[config.mk]
export PLATFORM = sky130hd
export DESIGN_NAME = http_chunked_body_decoder
export DESIGN_NICKNAME = d
export VERILOG_FILES = /design/src/rtl/core/hcbd_pkg.sv /design/src/rtl/core/http_chunked_body_decoder.sv /design/src/rtl/core/hcbd_skid.sv
export SDC_FILE = /design/constraint.sdc
export NUM_CORES = 1
export LEC_CHECK = 0
export ABC_AREA = 1
export BUFFER_PORTS_ARGS = -buffer_cell sky130_fd_sc_hd__clkbuf_2
export CORE_ASPECT_RATIO = 0.9
export CORE_MARGIN = 2
export CORE_UTILIZATION = 65
export CTS_BUF_LIST = sky130_fd_sc_hd__clkbuf_16
export DETAILED_ROUTE_END_ITERATION = 8
export GPL_ROUTABILITY_DRIVEN = 0
export MAX_ROUTING_LAYER = met4
export PLACE_DENSITY = 0.85
export REMOVE_ABC_BUFFERS = 1
export SETUP_SLACK_MARGIN = 0.02
export SLEW_MARGIN = 30
export SYNTH_ARGS = -nofsm -noshare
export SYNTH_HDL_FRONTEND = slang
export SYNTH_SLANG_ARGS = --single-unit
[constraint.sdc]
create_clock -name clk -period 12.9 [get_ports clk]
set_input_delay 2.58 -clock clk [delete_from_list [all_inputs] [get_ports clk]]
set_output_delay 2.58 -clock clk [all_outputs]
set_load 0.03 [all_outputs]
[src/rtl/core/hcbd_pkg.sv]
`timescale 1ns / 1ps
// Shared types, constants and byte classifiers for the chunked body decoder.
// No dependencies; imported by hcbd_skid and http_chunked_body_decoder.
package hcbd_pkg;

  // Default width of the chunk size and body length counters.
  localparam int LENGTH_BITS_DEF = 24;
  // Width of the reported body length field.
  localparam int OUT_LEN_W = 24;
  // Width of the result tdata bus: byte, status, length, padded to whole bytes.
  localparam int TDATA_W = 40;
  localparam int TDATA_USED = 8 + 2 + OUT_LEN_W;

  localparam logic [7:0] CHAR_CR = 8'h0D;
  localparam logic [7:0] CHAR_LF = 8'h0A;
  localparam logic [7:0] CHAR_SP = 8'h20;
  localparam logic [7:0] CHAR_TAB = 8'h09;

  // Final status codes.
  localparam logic [1:0] ST_OK = 2'd0;
  localparam logic [1:0] ST_DATA_LOST = 2'd1;
  localparam logic [1:0] ST_OVERFLOW = 2'd2;

  // Parser phases, one-hot.
  typedef enum logic [5:0] {
    PH_HEADER    = 6'b000001,
    PH_SIZE      = 6'b000010,
    PH_SIZE_LINE = 6'b000100,
    PH_DATA      = 6'b001000,
    PH_DATA_END  = 6'b010000,
    PH_DONE      = 6'b100000
  } phase_t;

  // One result item as it waits in the output buffer.
  typedef struct packed {
    logic [OUT_LEN_W-1:0] body_length;
    logic [1:0]           status;
    logic                 done_res;
    logic                 out_valid;
    logic [7:0]           out_byte;
  } result_t;

  // Returns {is_hex, value} for an ASCII hex digit.
  function automatic logic [4:0] hex_digit(input logic [7:0] b);
    logic [4:0] r;
    r = 5'd0;
    if (b >= 8'h30 && b <= 8'h39) begin
      r = {1'b1, 4'(b - 8'h30)};
    end else if (b >= 8'h61 && b <= 8'h66) begin
      r = {1'b1, 4'(b - 8'h57)};
    end else if (b >= 8'h41 && b <= 8'h46) begin
      r = {1'b1, 4'(b - 8'h37)};
    end
    return r;
  endfunction

  // Space, tab, LF, VT, FF and CR.
  function automatic logic is_space(input logic [7:0] b);
    return (b == CHAR_SP) || (b >= CHAR_TAB && b <= CHAR_CR);
  endfunction

endpackage

[src/rtl/core/http_chunked_body_decoder.sv]
`timescale 1ns / 1ps
// HTTP chunked transfer body decoder, top level.
// Depends on hcbd_pkg and hcbd_skid.
//
// Usage: raw response bytes enter on s_axis, one byte per item, with
// s_axis_tlast on the final byte of a buffered response. Decoded body bytes
// leave on m_axis with m_axis_tuser set; the final result of a message leaves
// with m_axis_tlast set and carries the status and the total body length. A
// body byte and the final result may share one item. Bytes that only carry
// framing produce no output item.
// The single register header_present (reset 1) is written on cfg_valid/
// cfg_ready and restarts the parser; write it only while the block is idle.
// Throughput: one byte per cycle while s_axis_tready is high; the parser state
// is updated in the cycle of acceptance by a short single-pass step. A result
// reaches m_axis from the buffer's main register, via the spare slot on a stall.
// A two-entry output buffer absorbs receiver stalls: s_axis_tready drops only
// once both entries hold results, and rises again when the receiver takes one.
// Reset (rst, synchronous) empties the buffer, sets header_present and puts
// the parser in the header phase.
module http_chunked_body_decoder
  import hcbd_pkg::*;
#(
  parameter int LENGTH_BITS = LENGTH_BITS_DEF
) (
  input  logic               clk,
  input  logic               rst,
  // in_byte [7:0]
  input  logic [7:0]         s_axis_tdata,
  input  logic               s_axis_tlast,
  input  logic               s_axis_tvalid,
  output logic               s_axis_tready,
  // out_byte [7:0], status [9:8], body_length [33:10], zeros above
  output logic [TDATA_W-1:0] m_axis_tdata,
  // out_valid [0]
  output logic               m_axis_tuser,
  output logic               m_axis_tlast,
  output logic               m_axis_tvalid,
  input  logic               m_axis_tready,
  input  logic               cfg_valid,
  output logic               cfg_ready,
  input  logic               cfg_data
);

  localparam logic [LENGTH_BITS-1:0] LEN_MAX = '1;

  // Parser state.
  logic                   header_present;
  phase_t                 phase, phase_next;
  logic [1:0]             header_match, header_match_next;
  logic                   cr_seen, cr_seen_next;
  logic                   size_has_digit, size_has_digit_next;
  logic [LENGTH_BITS-1:0] chunk_remaining, chunk_remaining_next;
  logic [LENGTH_BITS-1:0] total_count, total_count_next;
  logic                   overflow_flag, overflow_flag_next;

  logic                   accept;
  logic                   res_byte;
  logic                   res_done;
  logic [1:0]             res_status;
  logic [OUT_LEN_W-1:0]   length_sat;
  logic [4:0]             hex;
  logic                   push;
  logic                   push_ready;
  result_t                res_item;
  result_t                out_item;

  assign cfg_ready = 1'b1;
  assign accept = s_axis_tvalid && s_axis_tready;
  assign hex = hex_digit(s_axis_tdata);

  // One parser step for the byte on the input.
  always_comb begin
    phase_next = phase;
    header_match_next = header_match;
    cr_seen_next = cr_seen;
    size_has_digit_next = size_has_digit;
    chunk_remaining_next = chunk_remaining;
    total_count_next = total_count;
    overflow_flag_next = overflow_flag;
    res_byte = 1'b0;
    res_done = 1'b0;
    res_status = ST_OK;
    case (phase)
      PH_HEADER: begin
        if (s_axis_tdata == CHAR_CR) begin
          header_match_next = (header_match == 2'd0 || header_match == 2'd2) ?
                              header_match + 2'd1 : 2'd1;
        end else if (s_axis_tdata == CHAR_LF && header_match == 2'd1) begin
          header_match_next = 2'd2;
        end else if (s_axis_tdata == CHAR_LF && header_match == 2'd3) begin
          header_match_next = 2'd0;
          phase_next = PH_SIZE;
        end else begin
          header_match_next = 2'd0;
        end
      end
      PH_SIZE: begin
        if (hex[4]) begin
          // A nonzero top nibble means the shifted size no longer fits.
          if (|chunk_remaining[LENGTH_BITS-1 -: 4]) begin
            chunk_remaining_next = LEN_MAX;
            overflow_flag_next = 1'b1;
          end else begin
            chunk_remaining_next = {chunk_remaining[LENGTH_BITS-5:0], hex[3:0]};
          end
          size_has_digit_next = 1'b1;
        end else if (!size_has_digit && is_space(s_axis_tdata)) begin
          // Leading whitespace is skipped.
        end else if (chunk_remaining == '0) begin
          res_done = 1'b1;
          phase_next = PH_DONE;
        end else begin
          cr_seen_next = (s_axis_tdata == CHAR_CR);
          phase_next = PH_SIZE_LINE;
        end
      end
      PH_SIZE_LINE: begin
        cr_seen_next = (s_axis_tdata == CHAR_CR);
        if (cr_seen && s_axis_tdata == CHAR_LF) begin
          cr_seen_next = 1'b0;
          phase_next = PH_DATA;
        end
      end
      PH_DATA: begin
        res_byte = 1'b1;
        if (total_count != LEN_MAX) begin
          total_count_next = total_count + 1'b1;
        end
        if (chunk_remaining != '0) begin
          chunk_remaining_next = chunk_remaining - 1'b1;
        end
        if (chunk_remaining <= LENGTH_BITS'(1)) begin
          cr_seen_next = 1'b0;
          phase_next = PH_DATA_END;
        end
      end
      PH_DATA_END: begin
        cr_seen_next = (s_axis_tdata == CHAR_CR);
        if (cr_seen && s_axis_tdata == CHAR_LF) begin
          cr_seen_next = 1'b0;
          size_has_digit_next = 1'b0;
          chunk_remaining_next = '0;
          phase_next = PH_SIZE;
        end
      end
      default: begin
        // Done phase: bytes are ignored until the last flag.
      end
    endcase

    // The last flag closes a message that has not ended on its own.
    if (s_axis_tlast && phase_next != PH_DONE) begin
      res_done = 1'b1;
      if (phase_next == PH_DATA && chunk_remaining_next != '0) begin
        res_status = ST_DATA_LOST;
      end
    end
    if (res_done && overflow_flag_next) begin
      res_status = ST_OVERFLOW;
    end
  end

  // Body length saturates to the width of the reported field when the counter is wider, else it is zero-extended.
  generate
    if (LENGTH_BITS > OUT_LEN_W) begin : g_len_sat
      assign length_sat = (|total_count_next[LENGTH_BITS-1:OUT_LEN_W]) ?
                          '1 : total_count_next[OUT_LEN_W-1:0];
    end else begin : g_len_ext
      assign length_sat = OUT_LEN_W'(total_count_next);
    end
  endgenerate

  // Result item for the output buffer.
  always_comb begin
    res_item.out_byte = res_byte ? s_axis_tdata : 8'd0;
    res_item.out_valid = res_byte;
    res_item.done_res = res_done;
    res_item.status = res_done ? res_status : ST_OK;
    res_item.body_length = res_done ? length_sat : '0;
  end

  assign push = accept && (res_byte || res_done);
  assign s_axis_tready = push_ready;

  // State registers; the last flag or a configuration write restarts.
  always_ff @(posedge clk) begin
    if (rst) begin
      header_present <= 1'b1;
      phase <= PH_HEADER;
      header_match <= 2'd0;
      cr_seen <= 1'b0;
      size_has_digit <= 1'b0;
      chunk_remaining <= '0;
      total_count <= '0;
      overflow_flag <= 1'b0;
    end else if (cfg_valid || (accept && s_axis_tlast)) begin
      if (cfg_valid) begin
        header_present <= cfg_data;
        phase <= cfg_data ? PH_HEADER : PH_SIZE;
      end else begin
        phase <= header_present ? PH_HEADER : PH_SIZE;
      end
      header_match <= 2'd0;
      cr_seen <= 1'b0;
      size_has_digit <= 1'b0;
      chunk_remaining <= '0;
      total_count <= '0;
      overflow_flag <= 1'b0;
    end else if (accept) begin
      phase <= phase_next;
      header_match <= header_match_next;
      cr_seen <= cr_seen_next;
      size_has_digit <= size_has_digit_next;
      chunk_remaining <= chunk_remaining_next;
      total_count <= total_count_next;
      overflow_flag <= overflow_flag_next;
    end
  end

  hcbd_skid u_skid (
    .clk       (clk),
    .rst       (rst),
    .in_valid  (push),
    .in_ready  (push_ready),
    .in_item   (res_item),
    .out_valid (m_axis_tvalid),
    .out_ready (m_axis_tready),
    .out_item  (out_item)
  );

  // Result item onto the master side.
  assign m_axis_tdata = {(TDATA_W - TDATA_USED)'(0), out_item.body_length,
                         out_item.status, out_item.out_byte};
  assign m_axis_tuser = out_item.out_valid;
  assign m_axis_tlast = out_item.done_res;

  // No output item is empty.
  a_no_empty_item: assert property (@(posedge clk) disable iff (rst)
    m_axis_tvalid |-> (m_axis_tuser || m_axis_tlast))
    else $error("output item carries neither a byte nor a final result");

  // Status and length are zero unless the item is a final result.
  a_fields_zero: assert property (@(posedge clk) disable iff (rst)
    (m_axis_tvalid && !m_axis_tlast) |-> (m_axis_tdata[TDATA_W-1:8] == '0))
    else $error("status or length set on a non-final item");

  // A byte field is zero when no body byte is carried.
  a_byte_zero: assert property (@(posedge clk) disable iff (rst)
    (m_axis_tvalid && !m_axis_tuser) |-> (m_axis_tdata[7:0] == 8'd0))
    else $error("byte field set on an item without a body byte");

  // An accepted last byte restarts the parser.
  a_restart: assert property (@(posedge clk) disable iff (rst)
    (accept && s_axis_tlast) |=>
      ((phase == PH_HEADER || phase == PH_SIZE) && total_count == '0 &&
       chunk_remaining == '0 && !overflow_flag))
    else $error("parser did not restart after the last byte");

endmodule

[src/rtl/core/hcbd_skid.sv]
`timescale 1ns / 1ps
// Two-entry output buffer for result items: a main register and a spare slot.
// Depends on hcbd_pkg for the result_t item type.
module hcbd_skid
  import hcbd_pkg::*;
(
  input  logic    clk,
  input  logic    rst,
  input  logic    in_valid,
  output logic    in_ready,
  input  result_t in_item,
  output logic    out_valid,
  input  logic    out_ready,
  output result_t out_item
);

  logic    main_valid;
  result_t main_item;
  logic    spare_valid;
  result_t spare_item;

  // Ready depends only on a register, so the two sides stay decoupled.
  assign in_ready = !spare_valid;
  assign out_valid = main_valid;
  assign out_item = main_item;

  // Control flags.
  always_ff @(posedge clk) begin
    if (rst) begin
      main_valid <= 1'b0;
      spare_valid <= 1'b0;
    end else if (!main_valid || out_ready) begin
      if (spare_valid) begin
        main_valid <= 1'b1;
        spare_valid <= 1'b0;
      end else begin
        main_valid <= in_valid;
      end
    end else if (in_valid && in_ready) begin
      spare_valid <= 1'b1;
    end
  end

  // Payload, no reset needed.
  always_ff @(posedge clk) begin
    if (!main_valid || out_ready) begin
      main_item <= spare_valid ? spare_item : in_item;
    end else if (in_valid && in_ready) begin
      spare_item <= in_item;
    end
  end

endmodule
==> results.cfg, run 1 <==
[setup_path]
required_ps = 13030
crit_path_end_kind = flip-flop
path_max_fanout = 26
cp_data_arrival_time_ps = 5520
crit_path_start_kind = primary input
path_class = primary input to flip-flop

[sta]
min_period_ps = 5390
finalMaxSlewViolations = 0
tightest_slew_ps = 1030
post-route-period-util_pct = 41.8
max_freq_ghz = 0.186
rsz0062_at_grt = no
finClkSkew_ps = 11.8
final.setup.tns_ps = 0
maxSlewHeadroom_pct = 31.1
finalHoldViolations = 0
finalSetupViolCount = 0

[power]
powerDensity_nw_per_um2 = 122
ir_drop_mv = 0.109
p_leak_uw = 0.00396

[grt]
grt_use_total_pct = 32.3
first_global_vias = 6772
grt_max_degree = 78
grt-ovfl-total = 0
grt_pass1_wl_um = 32500
grt_antenna_before_repair = 0

[hold_path]
hold_path_class = flip-flop to flip-flop

[routing]
drt-vias-per-instance = 5.87
drcViolationCount = 0
drtAntennaViolNets = 0
drtIter0Drc = 1058
vias = 7571
drt_wl_total_um = 20100
drt_first_pass_iters = 7
avgRoutedWirePerCell_um = 15.6

[layout]
multi_input_area_um2 = 3940
fin_nets = 1138
final_layout_size_suffix_gt1_share_pct = 13.2
final_area_um2 = 8810
seq_area_um2 = 3400
fillers = 933
antenna_cells = 0
syn2layout_area_growth_pct = 11.0

[die]
core_area_um2 = 12000
initial_core_util_pct = 66.3
pin_count = 60
die-height_um = 109
die_x_um = 121
die_area_um2 = 13100
rows = 38

[placed_design]
numPortBuffers = 52
dpl_cell_area_um2 = 8230
dpl.hpwl_um = 13100

[synthesis]
postSynthAreaPerCell_um2 = 7.33
synth_cell_types = 42
ys_top_cells_by_area = edfxtp_1, dfxtp_1, nand2_1, nand3_1, nor2_1
synthFlopType = edfxtp_1
syn_inst = 1083
syn_area_um2 = 7940
ys_warn_count = 0
ys_seq_area_share_pct = 42.9
synth_edf_count = 72
ys_ff_latch = 134
synthTopCellsByCount = nand2_1, nor2_1, nand3_1, inv_1, edfxtp_1
yosysMostFrequentCell = nand2_1
yosys.area.top_type = edfxtp_1
ys_async_sr_fraction_pct = 0
synth_top_area_share_pct = 27.2

[cts]
cts_setup_buffers = 0
cts_tree = done
ctsHtreeMaxLevel = 4
clk_path_buf_depth = 2
holdBufCountCts = 0
worst_skew_pair.late_latency_ps = 440
numCtsBuffers = 17
clkSinkCount = 134
clockRootBuffer = clkbuf_16
clk_pin_slew_worst_paths_ps = 60
post_cts_resized = 0

[run]
drv_cap = 0

[run_status]
outcome = finished clean
## layout by cell type, fill, tap and decap left out, types with 3 or more instances in the layout
cell	count
clkinvlp_4	3
nand3_2	5
conb_1	7
nand2_2	10
inv_1	87
buf_4	6
a211oi_1	5
nand2_1	272
inv_2	9
clkbuf_2	52
nor3_1	7
clkinv_1	3
xnor2_1	7
nor2_1	136
inv_6	7
a21oi_1	52
clkbuf_16	17
dfxtp_1	62
nor2_2	14
nand4_1	38
o21ai_0	60
ha_1	7
o21ai_1	3
nand3_1	121
nor2_4	14
o211ai_1	12
xor2_1	17
edfxtp_1	72
## metrics by stage
| stage | hold slack [ps] | power (uW) | std cells | setup slack (ps) | util (%) |
|---|---|---|---|---|---|
| 6_report | 476 | 1080 | 1289 | 7510 | 73.6 |
| 5_1_grt | 499 | 1120 | 1289 | 7320 | 73.6 |
| 4_1_cts | 473 | 1080 | 1288 | 7310 | 73.3 |
| 3_5_place_dp | 464 | 620 | 1256 | 6930 | 68.7 |
| 3_3_place_gp | 457 | 618 | 1256 | 7040 | 68.7 |
| 2_1_floorplan | 447 | 582 | 1038 | 6700 | - |
## layer usage
layer,track usage [%],part of all wire (%),wire length [um]
met1,43.7,43,8730
met2,46.9,44,8940
met3,6.85,9.1,1820
met4,14.5,3.0,603
met5,-,0,0
## kinds of logic after synthesis
group           count (synthesis)  synth area share (%)
other cells                     2                0.0946
buf+inv                       150                  7.94
simple gates                  628                  35.9
flops                         134                  42.9
xor+xnor                       24                  2.65
compound gates                137                  9.33
fa+ha+maj                       7                  1.10
mux                             1                 0.126
## power by group
part / internal [uW] / switching [uW] / total [uW] / leakage (uW)
Combinational: 37.8 / 108 / 146 / 0.00242
Sequential: 461 / 9.81 / 471 / 0.00126
Clock: 253 / 209 / 462 / 0.000268
## worst max-delay path, stage by stage
cell and delay [ps]:
clkbuf_2 140, inv_1 100, ha_1 260, nor2_1 190, nand2_1 100, nand3_2 220, nand2_4 240, inv_2 290
nand2_2 100, nand2_2 110, nand3_2 80, nand2_1 70, nor2_1 40, nand3_1 100, nand2_2 100, nand3_1 80
nand2_1 120, nor2_4 350, buf_16 230
## flip-flops by register name (all words and copies together) (netlist names)
name,cells
overflow_flag,1
u_skid.out_valid,1
u_skid.spare_valid,1
header_present,1
u_skid.spare_item,36
header_match,2
phase,6
total_count,24
cr_seen,1
u_skid.out_item,36
chunk_remaining,24
size_has_digit,1
## final cells by class
class | count | share of cell area [%]
Tap cell | 160 | 2.27
Clock buffer | 17 | 4.83
Timing Repair Buffer | 59 | 3.78
Clock inverter | 15 | 1.55
Sequential cell | 134 | 38.6
Multi-Input combinational cell | 804 | 44.7
Inverter | 100 | 4.32
## worst paths after layout
path | startpoint | slack [ps] | depth (start not counted) | endpoint
max | s_axis_tdata[0] | 7510 | 19 | u_skid.spare_item[20]
max reg2reg | chunk_remaining[0] | 9030 | 11 | u_skid.spare_item[20]
min | overflow_flag | 480 | 2 | overflow_flag
min reg2reg | overflow_flag | 480 | 2 | overflow_flag
Power figures use the tool's default switching activity.
==> run 2, diff against run 1 <==
--- a/config.mk
+++ b/config.mk
@@ -9,12 +9,12 @@
 export BUFFER_PORTS_ARGS = -buffer_cell sky130_fd_sc_hd__clkbuf_2
 export CORE_ASPECT_RATIO = 0.9
 export CORE_MARGIN = 2
-export CORE_UTILIZATION = 65
+export CORE_UTILIZATION = 61
 export CTS_BUF_LIST = sky130_fd_sc_hd__clkbuf_16
 export DETAILED_ROUTE_END_ITERATION = 8
 export GPL_ROUTABILITY_DRIVEN = 0
 export MAX_ROUTING_LAYER = met4
-export PLACE_DENSITY = 0.85
+export PLACE_DENSITY = 0.81
 export REMOVE_ABC_BUFFERS = 1
 export SETUP_SLACK_MARGIN = 0.02
 export SLEW_MARGIN = 30
==> constraint.sdc (replaced) <==
create_clock -name clk -period 5.2 [get_ports clk]
set_input_delay 1.04 -clock clk [delete_from_list [all_inputs] [get_ports clk]]
set_output_delay 1.04 -clock clk [all_outputs]
set_load 0.03 [all_outputs]
==> results.cfg, run 2 (synthesis gave the netlist of run 1 again) <==
[cts]
clk_pin_slew_worst_paths_ps = 60
post_cts_resized = 0
numCtsBuffers = 17
clkSinkCount = 134
clockRootBuffer = clkbuf_16
cts_tree = done
ctsHtreeMaxLevel = 4
clk_path_buf_depth = 2
cts_setup_buffers = 0
worst_skew_pair.late_latency_ps = 430
holdBufCountCts = 0

[routing]
wl_met1_um = 8980
drcViolationCount = 0
vias = 7599
drtAntennaViolNets = 0
drt_wl_total_um = 20800
avgRoutedWirePerCell_um = 16.0
met2_length_um = 9430
drt-vias-per-instance = 5.87
drtIter0Drc = 966
dr_wl_met3_um = 1870
drt_first_pass_iters = 9
highest_layer = met4

[sta]
final.setup.tns_ps = 0
post-route-period-util_pct = 74.0
rsz0062_at_grt = no
tightest_slew_ps = 896
finalMaxSlewViolations = 0
whs_ps = 479
finClkSkew_ps = 9.72
finalHoldViolations = 0
finalSetupViolCount = 0
min_period_ps = 3850
maxSlewHeadroom_pct = 40.2
max_freq_ghz = 0.260

[layout]
seq_area_um2 = 3400
antenna_cells = 0
final_common_cell = nand2_1
multi_input_area_um2 = 3940
final_cell_mix = nand2_1, nor2_1, nand3_1
fin_nets = 1139
fillers = 1050
syn2layout_area_growth_pct = 11.4
final_layout_size_suffix_gt1_share_pct = 13.4
stdcell_count = 1294

[die]
core_area_um2 = 12700
initial_core_util_pct = 62.6
die-height_um = 112
die_area_um2 = 13900
die_x_um = 124
rows = 39
pin_count = 60

[hold_path]
hp-start = overflow_flag
hold_depth = 2
hold_path_class = flip-flop to flip-flop
min_to = overflow_flag

[setup_path]
path_class = primary input to flip-flop
worstReg2RegStart = chunk_remaining[0]
worstPathCellList = clkbuf_2 -> inv_1 -> ha_1 -> nor2_1 -> nand2_1 -> nand3_2 -> nand2_4 -> inv_2 -> nand2_2 -> nand2_2 -> nand3_2 -> nand2_1 -> nor2_1 -> nand3_1 -> nand2_2 -> nand3_1 -> nand2_1 -> nor2_4 -> buf_4
required_ps = 5270
r2r_slack_ps = 1660
crit_path_end_kind = flip-flop
r2r_end = u_skid.spare_item[14]
rr_worst_depth = 11
path_max_fanout = 36
cp_slowest_cell = buf_4
cp_data_arrival_time_ps = 3920
slowest_delay_ps = 420
crit_path_start_kind = primary input

[grt]
grt_use_total_pct = 31.1
grt_max_degree = 82
grt_antenna_before_repair = 0
first_global_vias = 6989
grt-ovfl-total = 0
grt_pass1_wl_um = 34200

[power]
ir_drop_mv = 0.265
powerDensity_nw_per_um2 = 311
p_leak_uw = 0.00397

[placed_design]
place_inst = 1262
dpl.hpwl_um = 13600
numPortBuffers = 52

[run_status]
outcome = finished clean

[run]
drv_cap = 0
==> run 2: cell types whose count changed in the layout (fill, tap and decap cells not counted) <==
cell       previous run  this run
inv_6                 7         4
buf_4                 6         8
bufinv_16             0         2
clkinv_4              2         4
buf_16                1         0
clkinv_8              1         0
nand3_1             121       120
nand3_2               5         6
==> run 2: worst max-delay path: cells and delay by family <==
kind / cells / cell delay (ps)
buf+inv: 4 / 950
fa+ha+maj: 1 / 250
simple gates: 14 / 1670
==> run 2: through the flow <==
| step | setup WS [ps] | total power (uW) | utilization [%] | area, um2 |
|---|---|---|---|---|
| finish | 1350 | 2750 | 69.7 | 8850 |
| global placement | 1190 | 1540 | 65.0 | 8250 |
| floorplan | 107 | 1440 | - | 7710 |
| CTS | 1420 | 2750 | 69.7 | 8840 |
| detailed placement | 1030 | 1540 | 65.0 | 8250 |
| global route | 1100 | 2850 | 69.7 | 8850 |
==> run 2: layout make-up <==
type	count	area share [%]
multi-input cells	804	44.5
flip-flops and latches	134	38.5
clock buffers	17	4.81
inverters	100	4.30
repair buffers	60	3.62
well taps	164	2.32
clock inverters	15	1.94
==> run 2: report_power, final <==
group / switching, uW / internal, uW / leakage (uW) / total [uW]
logic: 272 / 93.7 / 0.00242 / 366
clock network: 503 / 717 / 0.000284 / 1220
registers: 25.1 / 1140 / 0.00126 / 1170
total: 800 / 1950 / 0.00397 / 2750
==> run 2: worst max-delay path by stage <==
| stage | depth (start not counted) | from | slack (ps) | to |
|---|---|---|---|---|
| 2_1_floorplan | 8 | u_skid.spare_valid | 110 | phase[1] |
| 3_3_place_gp | 19 | s_axis_tdata[0] | 1190 | u_skid.spare_item[16] |
| 3_5_place_dp | 19 | s_axis_tdata[0] | 1030 | u_skid.spare_item[16] |
| 4_1_cts | 11 | chunk_remaining[0] | 1420 | u_skid.spare_item[14] |
| 5_1_grt | 19 | s_axis_tdata[0] | 1100 | u_skid.spare_item[11] |
| 6_report | 19 | s_axis_tdata[0] | 1350 | u_skid.spare_item[14] |
==> run 2: layer usage <==
layer,vias up,track usage [%]
li1,3650,-
met1,3492,42.0
met2,397,47.2
met3,60,6.48
met4,0,10.7
met5,-,-
